**src/hw/rtl/dmc_pkg.sv**
```systemverilog
// ----------------------------------------------------------------------------
// dmc_pkg
// Shared types, register codes and the bit period table of the delta
// modulation sound channel.
// ----------------------------------------------------------------------------
`default_nettype none

package dmc_pkg;

  localparam int unsigned InTdataW  = 24;
  localparam int unsigned OutTdataW = 32;

  localparam logic [15:0] AddrBase = 16'hC000;
  localparam logic [15:0] AddrTop  = 16'hFFFF;
  localparam logic [15:0] AddrWrap = 16'h8000;
  localparam logic [5:0]  LevelMax = 6'h3F;

  // register offsets from 0x4000
  typedef enum logic [4:0] {
    RegMode   = 5'h10,
    RegLevel  = 5'h11,
    RegStart  = 5'h12,
    RegLength = 5'h13,
    RegEnable = 5'h15
  } reg_idx_e;

  typedef enum logic {
    CmdWrite = 1'b0,
    CmdTick  = 1'b1
  } cmd_e;

  typedef struct packed {
    cmd_e       command;
    logic [4:0] reg_index;
    logic [7:0] write_data;
    logic [7:0] fetch_data;
  } dmc_item_t;

  typedef struct packed {
    logic [6:0]  dac_level;
    logic        channel_active;
    logic        irq_flag;
    logic [15:0] fetch_address;
    logic        fetch_taken;
  } dmc_result_t;

  function automatic logic [8:0] period_lookup(input logic [3:0] sel);
    logic [8:0] p;
    unique case (sel)
      4'd0:    p = 9'd428;
      4'd1:    p = 9'd380;
      4'd2:    p = 9'd340;
      4'd3:    p = 9'd320;
      4'd4:    p = 9'd286;
      4'd5:    p = 9'd254;
      4'd6:    p = 9'd226;
      4'd7:    p = 9'd214;
      4'd8:    p = 9'd190;
      4'd9:    p = 9'd160;
      4'd10:   p = 9'd142;
      4'd11:   p = 9'd128;
      4'd12:   p = 9'd106;
      4'd13:   p = 9'd84;
      4'd14:   p = 9'd72;
      default: p = 9'd54;
    endcase
    return p;
  endfunction

endpackage

`default_nettype wire

```
**src/hw/rtl/dmc_channel.sv**
```systemverilog
// ----------------------------------------------------------------------------
// dmc_channel
// Channel state and its single-pass update for one request: register write
// or one clock tick. Gives the result that follows the request.
// ----------------------------------------------------------------------------
`default_nettype none

module dmc_channel import dmc_pkg::*; (
  input  wire         clk_i,
  input  wire         rst_ni,
  input  wire         step_i,
  input  wire dmc_item_t item_i,
  output dmc_result_t result_o
);

  logic        active_q, active_d;
  logic        irq_q, irq_d;
  logic [1:0]  mode_q, mode_d;
  logic [8:0]  period_q, period_d;
  logic [5:0]  level_q, level_d;
  logic        lsb_q, lsb_d;
  logic [15:0] cur_addr_q, cur_addr_d;
  logic [15:0] start_addr_q, start_addr_d;
  logic [11:0] bytes_left_q, bytes_left_d;
  logic [11:0] start_len_q, start_len_d;
  logic [7:0]  shift_q, shift_d;
  logic [3:0]  bits_left_q, bits_left_d;
  logic [8:0]  rate_q, rate_d;
  logic        taken;

  always_comb begin
    logic [8:0] rate_inc;
    logic       stop;
    active_d     = active_q;
    irq_d        = irq_q;
    mode_d       = mode_q;
    period_d     = period_q;
    level_d      = level_q;
    lsb_d        = lsb_q;
    cur_addr_d   = cur_addr_q;
    start_addr_d = start_addr_q;
    bytes_left_d = bytes_left_q;
    start_len_d  = start_len_q;
    shift_d      = shift_q;
    bits_left_d  = bits_left_q;
    rate_d       = rate_q;
    taken        = 1'b0;
    stop         = 1'b0;
    rate_inc     = rate_q + 9'd1;

    if (item_i.command == CmdWrite) begin
      unique case (item_i.reg_index)
        RegMode: begin
          mode_d   = item_i.write_data[7:6];
          period_d = period_lookup(item_i.write_data[3:0]);
          if (!item_i.write_data[7]) irq_d = 1'b0;
        end
        RegLevel: begin
          lsb_d   = item_i.write_data[0];
          level_d = item_i.write_data[6:1];
        end
        RegStart: begin
          start_addr_d = AddrBase | {2'b00, item_i.write_data, 6'b0};
        end
        RegLength: begin
          start_len_d = {item_i.write_data, 4'b0001};
        end
        RegEnable: begin
          if (item_i.write_data[4]) begin
            if (!active_q) begin
              cur_addr_d   = start_addr_q;
              bytes_left_d = start_len_q;
              bits_left_d  = 4'd0;
            end
            active_d = 1'b1;
          end else begin
            active_d = 1'b0;
          end
          irq_d = 1'b0;
        end
        default: begin
        end
      endcase
    end else if (active_q) begin
      if (rate_inc <= period_q) begin
        rate_d = rate_inc;
      end else begin
        rate_d = rate_inc - period_q;
        if (bits_left_q == 4'd0) begin
          // refill; reload on loop, stop otherwise
          if (bytes_left_q == 12'd0) begin
            if (mode_q[0]) begin
              cur_addr_d   = start_addr_q;
              bytes_left_d = start_len_q;
            end else begin
              stop     = 1'b1;
              active_d = 1'b0;
              if (mode_q == 2'd2) irq_d = 1'b1;
            end
          end
          if (!stop) begin
            taken       = 1'b1;
            bits_left_d = 4'd8;
            shift_d     = item_i.fetch_data;
            cur_addr_d  = (cur_addr_d == AddrTop) ? AddrWrap : cur_addr_d + 16'd1;
            if (bytes_left_d != 12'd0) bytes_left_d = bytes_left_d - 12'd1;
          end
        end
        if (!stop) begin
          if (shift_d[0]) begin
            if (level_q != LevelMax) level_d = level_q + 6'd1;
          end else begin
            if (level_q != 6'd0) level_d = level_q - 6'd1;
          end
          bits_left_d = bits_left_d - 4'd1;
          shift_d     = {1'b0, shift_d[7:1]};
        end
      end
    end
  end

  always_ff @(posedge clk_i or negedge rst_ni) begin
    if (!rst_ni) begin
      active_q     <= 1'b0;
      irq_q        <= 1'b0;
      mode_q       <= 2'd0;
      period_q     <= period_lookup(4'd0);
      level_q      <= 6'd0;
      lsb_q        <= 1'b0;
      cur_addr_q   <= 16'd0;
      start_addr_q <= 16'd0;
      bytes_left_q <= 12'd0;
      start_len_q  <= 12'd0;
      shift_q      <= 8'd0;
      bits_left_q  <= 4'd0;
      rate_q       <= 9'd0;
    end else if (step_i) begin
      active_q     <= active_d;
      irq_q        <= irq_d;
      mode_q       <= mode_d;
      period_q     <= period_d;
      level_q      <= level_d;
      lsb_q        <= lsb_d;
      cur_addr_q   <= cur_addr_d;
      start_addr_q <= start_addr_d;
      bytes_left_q <= bytes_left_d;
      start_len_q  <= start_len_d;
      shift_q      <= shift_d;
      bits_left_q  <= bits_left_d;
      rate_q       <= rate_d;
    end
  end

  // level*2+lsb-64 in 7 bits is the same word with the top bit flipped
  assign result_o.dac_level      = {~level_d[5], level_d[4:0], lsb_d};
  assign result_o.channel_active = active_d;
  assign result_o.irq_flag       = irq_d;
  assign result_o.fetch_address  = cur_addr_d;
  assign result_o.fetch_taken    = taken;

endmodule

`default_nettype wire

```
**src/hw/rtl/delta_modulation_channel_core.sv**
```systemverilog
// ----------------------------------------------------------------------------
// delta_modulation_channel_core
// Delta modulation sound channel: register writes and clock ticks in, one
// status result per request out.
// ----------------------------------------------------------------------------
// Usage: each request on the slave stream is a register write (tuser 0) or
// one CPU clock tick (tuser 1). Every request gives exactly one result on the
// master stream: DAC level minus 64, active and irq flags, the address of
// the next refill and a flag telling whether this tick consumed fetch_data.
// The caller drives fetch_data with the byte at the last fetch address seen.
// Registers: the input register is loaded at the edge that accepts a request,
// and the result register, which drives tvalid, loads from the state update
// behind it. Throughput: one request per cycle while the receiver takes
// results, set by the single-pass state update between the two registers.
// Reset clears all channel state; the period goes to table entry 0.
// When the receiver stalls, the result register holds and one further
// request is taken into the input register; after that tready drops until
// the result is taken.
// ----------------------------------------------------------------------------
`default_nettype none

module delta_modulation_channel_core import dmc_pkg::*; (
  input  wire                   clk_i,
  input  wire                   rst_ni,
  input  wire                   s_axis_tvalid_i,
  output logic                  s_axis_tready_o,
  // [4:0] reg_index, [12:5] write_data, [20:13] fetch_data, [23:21] zero
  input  wire  [InTdataW-1:0]   s_axis_tdata_i,
  // [0] command
  input  wire                   s_axis_tuser_i,
  output logic                  m_axis_tvalid_o,
  input  wire                   m_axis_tready_i,
  // [6:0] dac_level, [7] channel_active, [8] irq_flag, [24:9] fetch_address,
  // [25] fetch_taken, [31:26] zero
  output logic [OutTdataW-1:0]  m_axis_tdata_o
);

  logic        in_valid_q;
  dmc_item_t   in_item_q;
  logic        out_valid_q;
  dmc_result_t out_res_q;
  dmc_result_t res;
  logic        advance;
  logic        in_take;

  assign advance         = in_valid_q && (!out_valid_q || m_axis_tready_i);
  assign s_axis_tready_o = !in_valid_q || advance;
  assign in_take         = s_axis_tvalid_i && s_axis_tready_o;

  always_ff @(posedge clk_i or negedge rst_ni) begin
    if (!rst_ni) begin
      in_valid_q  <= 1'b0;
      out_valid_q <= 1'b0;
    end else begin
      if (in_take) begin
        in_valid_q <= 1'b1;
      end else if (advance) begin
        in_valid_q <= 1'b0;
      end
      if (advance) begin
        out_valid_q <= 1'b1;
      end else if (m_axis_tready_i) begin
        out_valid_q <= 1'b0;
      end
    end
  end

  always_ff @(posedge clk_i) begin
    if (in_take) begin
      in_item_q.command    <= cmd_e'(s_axis_tuser_i);
      in_item_q.reg_index  <= s_axis_tdata_i[4:0];
      in_item_q.write_data <= s_axis_tdata_i[12:5];
      in_item_q.fetch_data <= s_axis_tdata_i[20:13];
    end
    if (advance) begin
      out_res_q <= res;
    end
  end

  dmc_channel u_channel (
    .clk_i    (clk_i),
    .rst_ni   (rst_ni),
    .step_i   (advance),
    .item_i   (in_item_q),
    .result_o (res)
  );

  assign m_axis_tvalid_o = out_valid_q;
  assign m_axis_tdata_o  = {6'd0, out_res_q.fetch_taken, out_res_q.fetch_address,
                            out_res_q.irq_flag, out_res_q.channel_active,
                            out_res_q.dac_level};

`ifndef SYNTHESIS
  // a consumed byte never comes with the channel stopped
  assert property (@(posedge clk_i) disable iff (!rst_ni)
    (m_axis_tvalid_o && m_axis_tdata_o[25]) |-> m_axis_tdata_o[7])
    else $error("fetch taken while channel inactive");

  // a pending request moves on whenever the result slot frees up
  assert property (@(posedge clk_i) disable iff (!rst_ni)
    (in_valid_q && m_axis_tready_i) |=> m_axis_tvalid_o)
    else $error("pending request not forwarded");

  // backpressure only with a request already held
  assert property (@(posedge clk_i) disable iff (!rst_ni)
    !s_axis_tready_o |-> (in_valid_q && out_valid_q))
    else $error("tready low without held request");

  // a stalled result is held
  assert property (@(posedge clk_i) disable iff (!rst_ni)
    (m_axis_tvalid_o && !m_axis_tready_i) |=> $stable(m_axis_tdata_o))
    else $error("stalled result changed");
`endif

endmodule

`default_nettype wire
```
**config.mk**
```make
export PLATFORM = sky130hd
export DESIGN_NAME = delta_modulation_channel_core
export DESIGN_NICKNAME = d
export VERILOG_FILES = /design/src/hw/rtl/dmc_pkg.sv /design/src/hw/rtl/dmc_channel.sv /design/src/hw/rtl/delta_modulation_channel_core.sv
export SDC_FILE = /design/constraint.sdc
export NUM_CORES = 1
export LEC_CHECK = 0
export BUFFER_PORTS_ARGS = -buffer_cell sky130_fd_sc_hd__buf_4
export CORE_UTILIZATION = 35
export CTS_BUF_LIST = sky130_fd_sc_hd__clkbuf_4
export DETAILED_ROUTE_END_ITERATION = 10
export SLEW_MARGIN = 40
export SYNTH_ARGS = -nofsm -noshare
export SYNTH_HDL_FRONTEND = slang
export SYNTH_SLANG_ARGS = --single-unit
```
**constraint.sdc**
```tcl
create_clock -name clk_i -period 4 [get_ports clk_i]
set_input_delay 0.8 -clock clk_i [delete_from_list [all_inputs] [get_ports clk_i]]
set_output_delay 0.8 -clock clk_i [all_outputs]
set_load 0.02 [all_outputs]
```
==> impl_metrics.json <==
{
  "status": "finished, final reports clean",
  "synth_cell_types": 83,
  "worstSetupEndpointType": "flip-flop",
  "die_x_um": 154,
  "max_slew_margin": 0.475,
  "grt_use_total": 0.191,
  "hold_path_class": "in2async",
  "rsz0062_at_grt": "false",
  "utilization": 0.399,
  "n_fill_cell": 2282,
  "place_hpwl_mm": 15.2,
  "ir_worst_vdd_mv": 0.242,
  "antenna_found_initial": 1,
  "fp-row-count": 55,
  "coreArea_mm2": 0.0226,
  "gp_congestion": 0.918,
  "post_synth_inst_count": 868,
  "hold_viol": 0,
  "cp.arrival_ns": 4.12,
  "num-nets-final": 961,
  "synth.top_cell.area_share": 0.256,
  "viasPerCell": 5.67,
  "drive_above_1_share": 0.159,
  "yosysWarnings": 0,
  "avgSynthCellArea_um2": 9.33,
  "cap_violations": 0,
  "clock-sinks": 136,
  "drtPass1Iterations": 5,
  "yosys-top-cells-count": "dfrtp_1, nand2_1, o21ai_0",
  "yosysMostFrequentCell": "dfrtp_1",
  "syn_to_final_growth_pct": 11.5,
  "path_class": "reg2reg",
  "start_kind": "flip-flop",
  "min_period_over_period": 0.914,
  "hold_buffers": 0,
  "synth_area_mm2": 0.00810,
  "cts_tree": "built",
  "synth-edff-count": 48,
  "cts_root_buf": "clkbuf_4",
  "io_pins": 63,
  "cts_setup_buffers": 0,
  "drt_iter0_markers": 502,
  "final-seq-area_mm2": 0.00365,
  "fin_ws_ns": 0.345,
  "wirelength_mm": 21.5,
  "insertion_delay_ns": 0.57,
  "dr_total_vias": 6853,
  "synth.ff_latch_count": 136,
  "p_total_mw": 5.34,
  "worst_ep_required_time_ns": 4.47,
  "cts_buffers": 17,
  "tns_ns": 0,
  "period_minus_slack_ns": 3.65,
  "grt_pass1_wl_mm": 35.6,
  "clockBufferDepth": 2,
  "grt-ovfl-total": 0,
  "crit_path_max_fanout": 11,
  "p_leak_nw": 3.69,
  "postRouteAntennaNets": 0,
  "async_flop_share": 0.647,
  "io_buffers": 53,
  "grt_max_degree": 50,
  "fp.dieH_um": 154,
  "place_area_mm2": 0.00878,
  "avgRoutedWirePerCell_um": 17.8,
  "drv_slew": 0,
  "dieArea_mm2": 0.0238,
  "dp_slack_ns": 0.388,
  "grt_pass1_vias": 6780,
  "drc_errors": 0,
  "start_util": 0.358,
  "synthFlopType": "dfrtp_1",
  "htreeDepth": 4,
  "synth_top_area_cell": "dfrtp_1",
  "worstMarginPinSlew_ns": 0.783,
  "synth_area_leaders": "dfrtp_1, edfxtp_1, o21ai_0, a21oi_1, nand2_1",
  "cts_resized": 0,
  "p_per_area_mw_per_mm2": 591,
  "setup_viol": 0,
  "multi_input_area_mm2": 0.00411,
  "max_freq_mhz": 274,
  "clkTransAtPathRegs_ns": 0.13,
  "clock_skew_ns": 0.0208,
  "design_area_mm2": 0.00903,
  "seq_area_frac_synth": 0.451
}
-- cells by family (layout without fill, tap and decap cells) --
group,Yosys count,in the layout,synth area share
xor gates and xnor gates,28,28,0.0303
muxes,28,28,0.0386
and+or+nand+nor,309,309,0.196
DFF,136,136,0.451
buffers and inverters,88,138,0.0465
adders and majority gates,22,22,0.0349
AOI/OAI and AO/OA,256,256,0.202
other,1,7,0.000463
-- per-stage QoR --
step / instances / hold slack [ns]
after floorplan: 873 / 0.456
after global placement: 1176 / 0.465
after detailed placement: 1176 / 0.471
after CTS: 1208 / 0.245
after global routing: 1209 / 0.261
final: 1209 / 0.259
-- critical path, stage by stage, from the launching register on --
cell and delay (ns):
dfrtp_1 0.45, ha_1 0.27, nand2_1 0.07, nor2_1 0.27, nand3_1 0.14, xnor2_1 0.20
ha_1 0.29, and3_1 0.19, nand4_1 0.08, o211a_1 0.39, nand3_1 0.38, nor2_1 0.37
buf_4 0.25, a21oi_1 0.08, o21a_1 0.11
-- cell type report --
| class | count | share of cell area |
|---|---|---|
| multi-input combinational | 649 | 0.455 |
| sequential | 136 | 0.404 |
| timing repair buffer | 73 | 0.0607 |
| tap | 285 | 0.0395 |
| clock buffer | 17 | 0.0141 |
| inverter | 33 | 0.0137 |
| clock inverter | 15 | 0.0132 |
| antenna | 1 | 0.000277 |
-- routing by layer --
layer	GRT usage	up-vias	share of wire
li1	-	3306	-
met1	0.262	3309	0.47
met2	0.299	212	0.45
met3	0.0372	26	0.055
met4	0.0652	0	0.016
met5	0	-	0
-- cells in the final DEF (no fill, tap or decap), types with 5 or more instances in the layout --
| cell type | synthesis | layout |
|---|---|---|
| o31ai_1 | 8 | 8 |
| dfrtp_1 | 83 | 83 |
| mux2i_1 | 11 | 11 |
| edfxtp_1 | 48 | 48 |
| buf_4 | 6 | 73 |
| nor4_1 | 12 | 10 |
| xor2_1 | 13 | 13 |
| clkbuf_4 | 0 | 17 |
| o22ai_1 | 12 | 12 |
| a221oi_1 | 5 | 5 |
| dfstp_2 | 5 | 5 |
| nor2b_1 | 7 | 7 |
| a21o_1 | 12 | 12 |
| nand3_1 | 27 | 27 |
| a211oi_1 | 7 | 7 |
| a21oi_1 | 66 | 66 |
| and2_1 | 12 | 11 |
| mux2_2 | 16 | 16 |
| or3_1 | 13 | 13 |
| o21ai_0 | 69 | 69 |
| nor3_1 | 29 | 29 |
| xnor2_1 | 15 | 15 |
| a31oi_1 | 15 | 15 |
| nor2_1 | 65 | 65 |
| and3_1 | 14 | 14 |
| nand4_1 | 15 | 15 |
| conb_1 | 1 | 6 |
| nand2_1 | 77 | 77 |
| inv_1 | 32 | 30 |
| nand2b_1 | 7 | 7 |
| ha_1 | 21 | 21 |
-- power by group --
group	switching (mW)	leakage (nW)	internal (mW)	total, mW
clock	0.576	0.129	0.256	0.833
sequential	0.353	1.58	1.74	2.09
combinational	1.40	1.98	1.01	2.42
total	2.33	3.69	3.01	5.34
-- worst paths after layout --
check                                           start                          to  slack [ns]  depth (start not counted)
max in group asynchronous                      rst_ni  u_channel.start_addr_q[14]        2.95                          2
worst max-delay path              u_channel.rate_q[0]        u_channel.level_q[1]        0.35                         14
worst min register to register  u_channel.period_q[7]       u_channel.period_q[7]        0.48                          2
worst max register to register    u_channel.rate_q[0]        u_channel.level_q[1]        0.35                         14
worst min-delay path                           rst_ni       u_channel.period_q[4]        0.26                          1
min in group clk_i                 s_axis_tdata_i[10]               in_item_q[13]        0.39                          1
-- state kept, by name, indices dropped and copies added, names as in the netlist, 2 cells and up --
signal / cells
u_channel.start_len_q: 9
m_axis_tdata_o: 26
u_channel.bits_left_q: 4
u_channel.level_q: 6
u_channel.shift_q: 8
u_channel.start_addr_q: 9
u_channel.mode_q: 2
u_channel.rate_q: 9
u_channel.cur_addr_q: 16
u_channel.period_q: 8
u_channel.bytes_left_q: 12
in_item_q: 22
(Power assumes the default switching activity.)
